File: src/design/amcp_pkg.sv
package amcp_pkg;

    localparam int AXIS_W       = 3;
    localparam int MOVE_W       = 16;
    localparam int SPEED_W      = 8;
    localparam int POS_W        = 10;
    localparam int STATUS_W     = 2;
    localparam int CFG_IDX_W    = 3;
    localparam int NUM_POS_REGS = 6;
    localparam int POS_LIMIT    = 511;
    localparam int TDATA_W      = 40;

    localparam logic [STATUS_W-1:0] ST_CMD       = 2'd0;
    localparam logic [STATUS_W-1:0] ST_MALFORMED = 2'd1;
    localparam logic [STATUS_W-1:0] ST_END       = 2'd2;

    localparam logic [7:0] CH_NUL   = 8'h00;
    localparam logic [7:0] CH_SEMI  = 8'h3B;
    localparam logic [7:0] CH_COLON = 8'h3A;
    localparam logic [7:0] CH_PLUS  = 8'h2B;
    localparam logic [7:0] CH_MINUS = 8'h2D;
    localparam logic [7:0] CH_ZERO  = 8'h30;
    localparam logic [7:0] CH_NINE  = 8'h39;

    typedef struct packed {
        logic [AXIS_W-1:0]   axis;
        logic [MOVE_W-1:0]   rel;
        logic [SPEED_W-1:0]  speed;
        logic [STATUS_W-1:0] status;
        logic                last;
    } evt_t;

    // returns {hit, axis code}
    function automatic logic [AXIS_W:0] axis_lookup(input logic [7:0] b);
        logic [AXIS_W:0] r;
        unique case (b)
            8'h42:   r = {1'b1, 3'd0};
            8'h43:   r = {1'b1, 3'd1};
            8'h45:   r = {1'b1, 3'd2};
            8'h50:   r = {1'b1, 3'd3};
            8'h52:   r = {1'b1, 3'd4};
            8'h54:   r = {1'b1, 3'd5};
            default: r = '0;
        endcase
        return r;
    endfunction

endpackage

File: src/design/amcp_parser.sv
module amcp_parser #(
    parameter int NUM_AXES = 6
) (
    input  logic                   aclk,
    input  logic                   aresetn,
    input  logic                   in_valid,
    input  logic [7:0]             in_data,
    input  logic                   in_last,
    output logic                   in_ready,
    input  logic                   evt_ready,
    output logic                   evt_valid,
    output amcp_pkg::evt_t         evt
);

    localparam int IDX_W = (NUM_AXES > 1) ? $clog2(NUM_AXES) : 1;

    typedef enum logic [2:0] {
        PH_AXIS, PH_SIGN, PH_MFIRST, PH_MDIG, PH_SPD, PH_DONE
    } ph_t;

    ph_t                              phase_reg, phase_next;
    logic [amcp_pkg::AXIS_W-1:0]      axis_reg, axis_next;
    logic                             neg_reg, neg_next;
    logic [amcp_pkg::MOVE_W-1:0]      move_reg, move_next;
    logic [amcp_pkg::SPEED_W-1:0]     speed_reg, speed_next;
    logic                             discard_reg, discard_next;
    logic                             evt_valid_reg;
    amcp_pkg::evt_t                   evt_reg, evt_next;
    logic [amcp_pkg::MOVE_W-1:0]      last_move_reg [NUM_AXES];
    logic [amcp_pkg::SPEED_W-1:0]     last_speed_reg [NUM_AXES];

    logic                             accept;
    logic                             active;
    logic                             sep;
    logic                             is_dig;
    logic [3:0]                       digit;
    logic [amcp_pkg::AXIS_W:0]        lookup;
    logic                             emit_cmd;
    logic                             has_result;
    logic [amcp_pkg::MOVE_W-1:0]      rel;
    logic [IDX_W-1:0]                 mem_idx;

    assign in_ready  = !evt_valid_reg || evt_ready;
    assign accept    = in_valid && in_ready;
    assign evt_valid = evt_valid_reg;
    assign evt       = evt_reg;

    assign active = !discard_reg && (phase_reg != PH_DONE);
    assign sep    = (in_data == amcp_pkg::CH_SEMI) || (in_data == amcp_pkg::CH_NUL);
    assign is_dig = (in_data >= amcp_pkg::CH_ZERO) && (in_data <= amcp_pkg::CH_NINE);
    assign digit  = 4'(in_data - amcp_pkg::CH_ZERO);
    assign lookup = amcp_pkg::axis_lookup(in_data);
    assign rel    = neg_next ? 16'(16'd0 - move_next) : move_next;
    assign mem_idx = axis_next[IDX_W-1:0];

    always_comb begin
        phase_next   = phase_reg;
        axis_next    = axis_reg;
        neg_next     = neg_reg;
        move_next    = move_reg;
        speed_next   = speed_reg;
        discard_next = discard_reg;
        emit_cmd     = 1'b0;
        has_result   = 1'b0;
        evt_next     = '0;

        if (active) begin
            if (sep) begin
                if (phase_reg == PH_SPD) begin
                    emit_cmd = 1'b1;
                end else if (phase_reg != PH_AXIS) begin
                    discard_next = 1'b1;
                end
                phase_next = (in_data == amcp_pkg::CH_NUL) ? PH_DONE : PH_AXIS;
            end else begin
                unique case (phase_reg)
                    PH_AXIS: begin
                        if (lookup[amcp_pkg::AXIS_W] &&
                            int'(lookup[amcp_pkg::AXIS_W-1:0]) < NUM_AXES) begin
                            axis_next  = lookup[amcp_pkg::AXIS_W-1:0];
                            neg_next   = 1'b0;
                            move_next  = '0;
                            speed_next = '0;
                            phase_next = PH_SIGN;
                        end else begin
                            discard_next = 1'b1;
                        end
                    end
                    PH_SIGN: begin
                        if (in_data == amcp_pkg::CH_PLUS || in_data == amcp_pkg::CH_MINUS) begin
                            neg_next   = (in_data == amcp_pkg::CH_MINUS);
                            phase_next = PH_MFIRST;
                        end else begin
                            discard_next = 1'b1;
                        end
                    end
                    PH_MFIRST, PH_MDIG: begin
                        if (is_dig) begin
                            move_next  = 16'(move_reg * 16'd10 + 16'(digit));
                            phase_next = PH_MDIG;
                        end else if (in_data == amcp_pkg::CH_COLON && phase_reg == PH_MDIG) begin
                            phase_next = PH_SPD;
                        end else begin
                            discard_next = 1'b1;
                        end
                    end
                    PH_SPD: begin
                        if (is_dig) begin
                            speed_next = 8'(speed_reg * 8'd10 + 8'(digit));
                        end else begin
                            discard_next = 1'b1;
                        end
                    end
                    default: ;
                endcase
            end
        end

        if (in_last && !emit_cmd && !discard_next) begin
            if (phase_next == PH_SPD) begin
                emit_cmd = 1'b1;
            end else if (phase_next != PH_AXIS && phase_next != PH_DONE) begin
                discard_next = 1'b1;
            end
        end

        has_result = emit_cmd || in_last;
        if (emit_cmd) begin
            evt_next.axis   = axis_next;
            evt_next.rel    = rel;
            evt_next.speed  = speed_next;
            evt_next.status = amcp_pkg::ST_CMD;
            evt_next.last   = in_last;
        end else begin
            evt_next.status = discard_next ? amcp_pkg::ST_MALFORMED : amcp_pkg::ST_END;
            evt_next.last   = 1'b1;
        end

        if (in_last) begin
            phase_next   = PH_AXIS;
            discard_next = 1'b0;
        end
    end

    always_ff @(posedge aclk) begin
        if (!aresetn) begin
            phase_reg     <= PH_AXIS;
            axis_reg      <= '0;
            neg_reg       <= 1'b0;
            move_reg      <= '0;
            speed_reg     <= '0;
            discard_reg   <= 1'b0;
            evt_valid_reg <= 1'b0;
            for (int i = 0; i < NUM_AXES; i++) begin
                last_move_reg[i]  <= '0;
                last_speed_reg[i] <= '0;
            end
        end else begin
            if (accept) begin
                phase_reg   <= phase_next;
                axis_reg    <= axis_next;
                neg_reg     <= neg_next;
                move_reg    <= move_next;
                speed_reg   <= speed_next;
                discard_reg <= discard_next;
                if (emit_cmd) begin
                    last_move_reg[mem_idx]  <= rel;
                    last_speed_reg[mem_idx] <= speed_next;
                end
            end
            if (accept && has_result) begin
                evt_valid_reg <= 1'b1;
            end else if (evt_ready) begin
                evt_valid_reg <= 1'b0;
            end
        end
    end

    always_ff @(posedge aclk) begin
        if (accept && has_result) begin
            evt_reg <= evt_next;
        end
    end

endmodule

File: src/design/amcp_out_stage.sv
module amcp_out_stage (
    input  logic                                aclk,
    input  logic                                aresetn,
    input  logic                                cfg_wr_en,
    input  logic [amcp_pkg::CFG_IDX_W-1:0]      cfg_addr,
    input  logic [amcp_pkg::POS_W-1:0]          cfg_wr_data,
    input  logic                                evt_valid,
    input  amcp_pkg::evt_t                      evt,
    output logic                                evt_ready,
    output logic                                m_valid,
    input  logic                                m_ready,
    output logic [amcp_pkg::TDATA_W-1:0]        m_data,
    output logic [amcp_pkg::STATUS_W-1:0]       m_user,
    output logic                                m_last
);

    localparam int SUM_W = amcp_pkg::MOVE_W + 1;
    localparam logic signed [SUM_W-1:0] LIM_HI = SUM_W'(amcp_pkg::POS_LIMIT);
    localparam logic signed [SUM_W-1:0] LIM_LO = SUM_W'(-amcp_pkg::POS_LIMIT);
    localparam int PAD_W = amcp_pkg::TDATA_W - amcp_pkg::AXIS_W - amcp_pkg::MOVE_W
                           - amcp_pkg::POS_W - amcp_pkg::SPEED_W;

    logic [amcp_pkg::POS_W-1:0]     pos_reg [amcp_pkg::NUM_POS_REGS];
    logic                           m_valid_reg;
    logic [amcp_pkg::TDATA_W-1:0]   m_data_reg, m_data_next;
    logic [amcp_pkg::STATUS_W-1:0]  m_user_reg;
    logic                           m_last_reg;

    logic [amcp_pkg::POS_W-1:0]     pos;
    logic signed [SUM_W-1:0]        sum;
    logic signed [SUM_W-1:0]        clamped;
    logic [amcp_pkg::POS_W-1:0]     target;

    assign evt_ready = !m_valid_reg || m_ready;
    assign m_valid   = m_valid_reg;
    assign m_data    = m_data_reg;
    assign m_user    = m_user_reg;
    assign m_last    = m_last_reg;

    assign pos = pos_reg[evt.axis];
    assign sum = signed'({{(SUM_W - amcp_pkg::POS_W){pos[amcp_pkg::POS_W-1]}}, pos})
               + signed'({evt.rel[amcp_pkg::MOVE_W-1], evt.rel});

    always_comb begin
        if (sum > LIM_HI) begin
            clamped = LIM_HI;
        end else if (sum < LIM_LO) begin
            clamped = LIM_LO;
        end else begin
            clamped = sum;
        end
        target = (evt.status == amcp_pkg::ST_CMD) ? clamped[amcp_pkg::POS_W-1:0] : '0;
        m_data_next = {{PAD_W{1'b0}}, evt.speed, target, evt.rel, evt.axis};
    end

    always_ff @(posedge aclk) begin
        if (!aresetn) begin
            m_valid_reg <= 1'b0;
            for (int i = 0; i < amcp_pkg::NUM_POS_REGS; i++) begin
                pos_reg[i] <= '0;
            end
        end else begin
            if (cfg_wr_en && int'(cfg_addr) < amcp_pkg::NUM_POS_REGS) begin
                pos_reg[cfg_addr] <= cfg_wr_data;
            end
            if (evt_ready) begin
                m_valid_reg <= evt_valid;
            end
        end
    end

    always_ff @(posedge aclk) begin
        if (evt_ready && evt_valid) begin
            m_data_reg <= m_data_next;
            m_user_reg <= evt.status;
            m_last_reg <= evt.last;
        end
    end

endmodule

File: src/design/axis_move_command_parser_unit.sv
// Path: a byte's result is registered in the parser's event register, then in
// the output register. Throughput: one byte per cycle while m_axis_tready does
// not back-pressure the output; the parser state register and the output
// register each advance once per transfer, with no stall of their own.
// Reset (aresetn low at a clock edge): parser back to expecting an axis letter,
// accumulators, per-axis memories and position registers cleared, no result held.
module axis_move_command_parser_unit #(
    parameter int NUM_AXES = 6
) (
    input  logic                                aclk,
    input  logic                                aresetn,
    input  logic                                s_axis_tvalid,
    output logic                                s_axis_tready,
    input  logic [7:0]                          s_axis_tdata,  // data_byte
    input  logic                                s_axis_tlast,  // last_byte
    output logic                                m_axis_tvalid,
    input  logic                                m_axis_tready,
    // axis[2:0], relative_move[18:3], target[28:19], speed[36:29], zero[39:37]
    output logic [amcp_pkg::TDATA_W-1:0]        m_axis_tdata,
    output logic [amcp_pkg::STATUS_W-1:0]       m_axis_tuser,  // status
    output logic                                m_axis_tlast,  // packet_end
    input  logic                                cfg_wr_en,
    input  logic [amcp_pkg::CFG_IDX_W-1:0]      cfg_addr,
    input  logic [amcp_pkg::POS_W-1:0]          cfg_wr_data
);

    logic           evt_valid;
    logic           evt_ready;
    amcp_pkg::evt_t evt;

    amcp_parser #(
        .NUM_AXES (NUM_AXES)
    ) u_parser (
        .aclk      (aclk),
        .aresetn   (aresetn),
        .in_valid  (s_axis_tvalid),
        .in_data   (s_axis_tdata),
        .in_last   (s_axis_tlast),
        .in_ready  (s_axis_tready),
        .evt_ready (evt_ready),
        .evt_valid (evt_valid),
        .evt       (evt)
    );

    amcp_out_stage u_out_stage (
        .aclk        (aclk),
        .aresetn     (aresetn),
        .cfg_wr_en   (cfg_wr_en),
        .cfg_addr    (cfg_addr),
        .cfg_wr_data (cfg_wr_data),
        .evt_valid   (evt_valid),
        .evt         (evt),
        .evt_ready   (evt_ready),
        .m_valid     (m_axis_tvalid),
        .m_ready     (m_axis_tready),
        .m_data      (m_axis_tdata),
        .m_user      (m_axis_tuser),
        .m_last      (m_axis_tlast)
    );

endmodule
File: config.mk
export PLATFORM = sky130hd
export DESIGN_NAME = axis_move_command_parser_unit
export DESIGN_NICKNAME = d
export VERILOG_FILES = /design/src/design/amcp_pkg.sv /design/src/design/amcp_parser.sv /design/src/design/amcp_out_stage.sv /design/src/design/axis_move_command_parser_unit.sv
export SDC_FILE = /design/constraint.sdc
export NUM_CORES = 1
export LEC_CHECK = 0
export BUFFER_PORTS_ARGS = -buffer_cell sky130_fd_sc_hd__buf_2
export CORE_MARGIN = 1
export CORE_UTILIZATION = 61
export DETAILED_ROUTE_END_ITERATION = 16
export GPL_TIMING_DRIVEN = 0
export PLACE_DENSITY_LB_ADDON = 0.2
export RECOVER_POWER = 25
export SLEW_MARGIN = 20
export SYNTH_ARGS = -nofsm -noshare
export SYNTH_HDL_FRONTEND = slang
export SYNTH_SLANG_ARGS = --single-unit
File: constraint.sdc
create_clock -name aclk -period 5.95 [get_ports aclk]
set_input_delay 1.19 -clock aclk [delete_from_list [all_inputs] [get_ports aclk]]
set_output_delay 1.19 -clock aclk [all_outputs]
set_load 0.005 [all_outputs]
==> impl_metrics.tcl <==
set metrics [dict create \
    gp_congestion 0.895 \
    p_per_area_nw_per_um2 265 \
    port-buffer-count 66 \
    drt_iter0_drc 755 \
    post_cts_resized 0 \
    outcome "finished, violations left" \
    critPathKind "flop to flop" \
    synthArstFlopShare_pct 0 \
    post_synth_num_cell_types 73 \
    die_w_um 133 \
    p_comb_share_pct 15.6 \
    dr.pass1.iters 5 \
    tns_ns 0 \
    grt_usage_pct 28.4 \
    dp_hpwl_um 17300 \
    yosysSeqAreaShare_pct 50.3 \
    synth_edf_count 150 \
    p_seq_share_pct 48.4 \
    grt_pass1_vias 7318 \
    endpoint_kind "flop" \
    skew_ns 0.00799 \
    drive_gt1_share_pct 13.6 \
    ys_warn_count 0 \
    die_y_um 133 \
    cp_max_fo 10 \
    vdd_ir_drop_max_mv 0.224 \
    period_share_pct 85.8 \
    hold_viol 0 \
    yosysMostFrequentCell "edfxtp_1" \
    yosys.area.top_type_share_pct 43.2 \
    max_freq_ghz 0.196 \
    ys_top_cells_by_count "edfxtp_1, nor2_1, nand2_1" \
    violations "max-capacitance violations, max-slew violations" \
    internal_power_w 0.00226 \
    cts.clk_slew.worst_paths_ns 0.07 \
    holdWs_ns 0.416 \
    n_antenna_cell 0 \
    drc_errors 0 \
    clkLatencyLatePin_ns 0.45 \
    post-route-util_pct 70.3 \
    critPathLaunchType "flop" \
    maxCapViolCount 3 \
    setup_viol 0 \
    maxSlewViolCount 56 \
    gr-total-overflow 0 \
    cts_root_buf "clkbuf_16" \
    via_per_inst 6.08 \
    antenna_found_initial 0 \
    cts_buffers 17 \
    ctsHtreeMaxLevel 4 \
    arrival_ns 5.28 \
    yosys-top-cells-area "edfxtp_1, dfxtp_1, ha_1, nor2_1, mux4_2" \
    grt_pass1_wl_um 38200 \
    synthesis.area_um2 10400 \
    cts_tree "yes" \
    fin_crit_ns 5.11 \
    worstMarginPinSlew_ns 2.07 \
    hold_buffers 0 \
    syn_to_final_growth_pct 12.2 \
    rows 47 \
    clk_path_buf_depth 2 \
    num-fill-cells 1242 \
    cts_setup_buffers 0 \
    ant_nets 0 \
    relSlewSlack_pct -39.4 \
    largest_reg_flops 80 \
    grt_setup_unrepaired "no" \
    grt_max_degree 34 \
    dieArea_um2 17600 \
    p_clk_share_pct 36.0 \
    nets 1154 \
    p_sw_w 0.000844 \
    cp_data_required_time_ns 6.13 \
    swShare_pct 27.2 \
    synth_area_per_cell_um2 10.9 \
    core-area_um2 16600 \
    synth_top_area_cell "edfxtp_1" \
    start_util_pct 62.7 \
    ys_ff_latch 187 \
    synthCells 961 \
    p_leak_nw 4.41 \
    vias 7911 \
    clock-sinks 187 \
    wl_per_cell_um 18.2 \
    totalWireLength_um 23700 \
    hold_class "flop to flop" \
    synth_flop_cell "edfxtp_1" \
    design.portCount 72 \
]
placed cells by master, fill, tap and decap left out, types with 5 or more instances in the layout:
cell       instances
nand4_1            5
inv_8              5
nor4_1             6
nor2b_1            8
a21boi_0           5
nor3_1            19
and2_1             8
mux4_2            20
or3_1             12
buf_2             66
a22oi_1           15
xnor2_1           32
or2_2              6
xor2_1            18
mux2_2             9
nor2_1           148
clkbuf_16         17
edfxtp_1         150
nand2_1           66
a21oi_1           47
clkbuf_1          44
nand2b_1           9
nand3_1           20
a211oi_1          22
conb_1            23
o21a_1             8
o31ai_1           12
dfxtp_1           37
fa_1               5
inv_1             30
nor3b_1            6
o21ai_0           41
ha_1              53
a21o_1             9
mux2i_1            7
worst max-delay path: stages (launching register included):
cell,delay [ns]
dfxtp_1,0.33
clkbuf_1,0.74
mux4_2,0.60
mux2_2,0.28
ha_1,0.19
inv_1,0.07
fa_1,0.22
nor2b_1,0.06
o21a_1,0.18
o21ai_0,0.24
a21oi_1,0.14
o31ai_1,0.38
o21ai_0,0.15
a2111oi_0,0.42
a21oi_1,0.19
o21ai_0,0.51
o21ai_0,0.14
layer usage:
metal  track usage (%)  wire, µm  up-vias
met4              8.17       321        0
met2              44.6     11000      352
met5                 0         0        -
met1              40.1     10500     3753
met3              6.05      1890       35
li1                  -         -     3771
logic make-up after synthesis:
logic type	after synthesis	share of synthesized area (%)
compound gates	209	13.5
xor+xnor	51	4.41
fa+ha+maj	58	7.32
buf+inv	79	2.97
flops	187	50.3
mux	36	5.96
other cells	1	0.0359
simple gates	340	15.5
power groups by stage:
stage                     Clock, W  Sequential, W  Combinational, W
after floorplan                  0        0.00152          0.000359
after global placement           0        0.00153          0.000462
after detailed placement         0        0.00153          0.000477
after CTS                  0.00112        0.00150          0.000482
after global routing       0.00118        0.00151          0.000536
final                      0.00112        0.00150          0.000484
worst paths after layout:
| path | cells past startpoint | start | end | slack [ns] |
|---|---|---|---|---|
| worst min register to register | 0 | u_parser.evt[4]$_SDFFCE_PN0P_ | u_out_stage.m_data[30]$_DFFE_PP_ | 0.42 |
| worst max-delay path | 16 | flop | u_out_stage.m_data[26]$_SDFFCE_PP0P_ | 0.84 |
| worst min-delay path | 0 | u_parser.evt[4]$_SDFFCE_PN0P_ | u_out_stage.m_data[30]$_DFFE_PP_ | 0.42 |
| worst max register to register | 16 | flop | u_out_stage.m_data[26]$_SDFFCE_PP0P_ | 0.84 |
through the flow:
stage	worst slack [ns]	std cells	total power [W]	cell area (µm²)
floorplan	1.62	983	0.00188	10500
global placement	0.926	1269	0.00199	11100
detailed placement	0.801	1270	0.00201	11200
CTS	0.782	1302	0.00311	11700
global route	0.436	1302	0.00322	11700
finish	0.842	1302	0.00311	11700
layout make-up:
type,count,area (µm²),share of cell area [%]
Buffer,48,194,1.66
Clock buffer,17,425,3.64
Clock inverter,15,155,1.33
Inverter,31,116,0.994
Multi-Input combinational cell,717,4960,42.4
Sequential cell,187,5250,44.8
Tap cell,220,275,2.35
Timing Repair Buffer,67,332,2.83
Note: power is estimated with default switching activity, not from simulation.
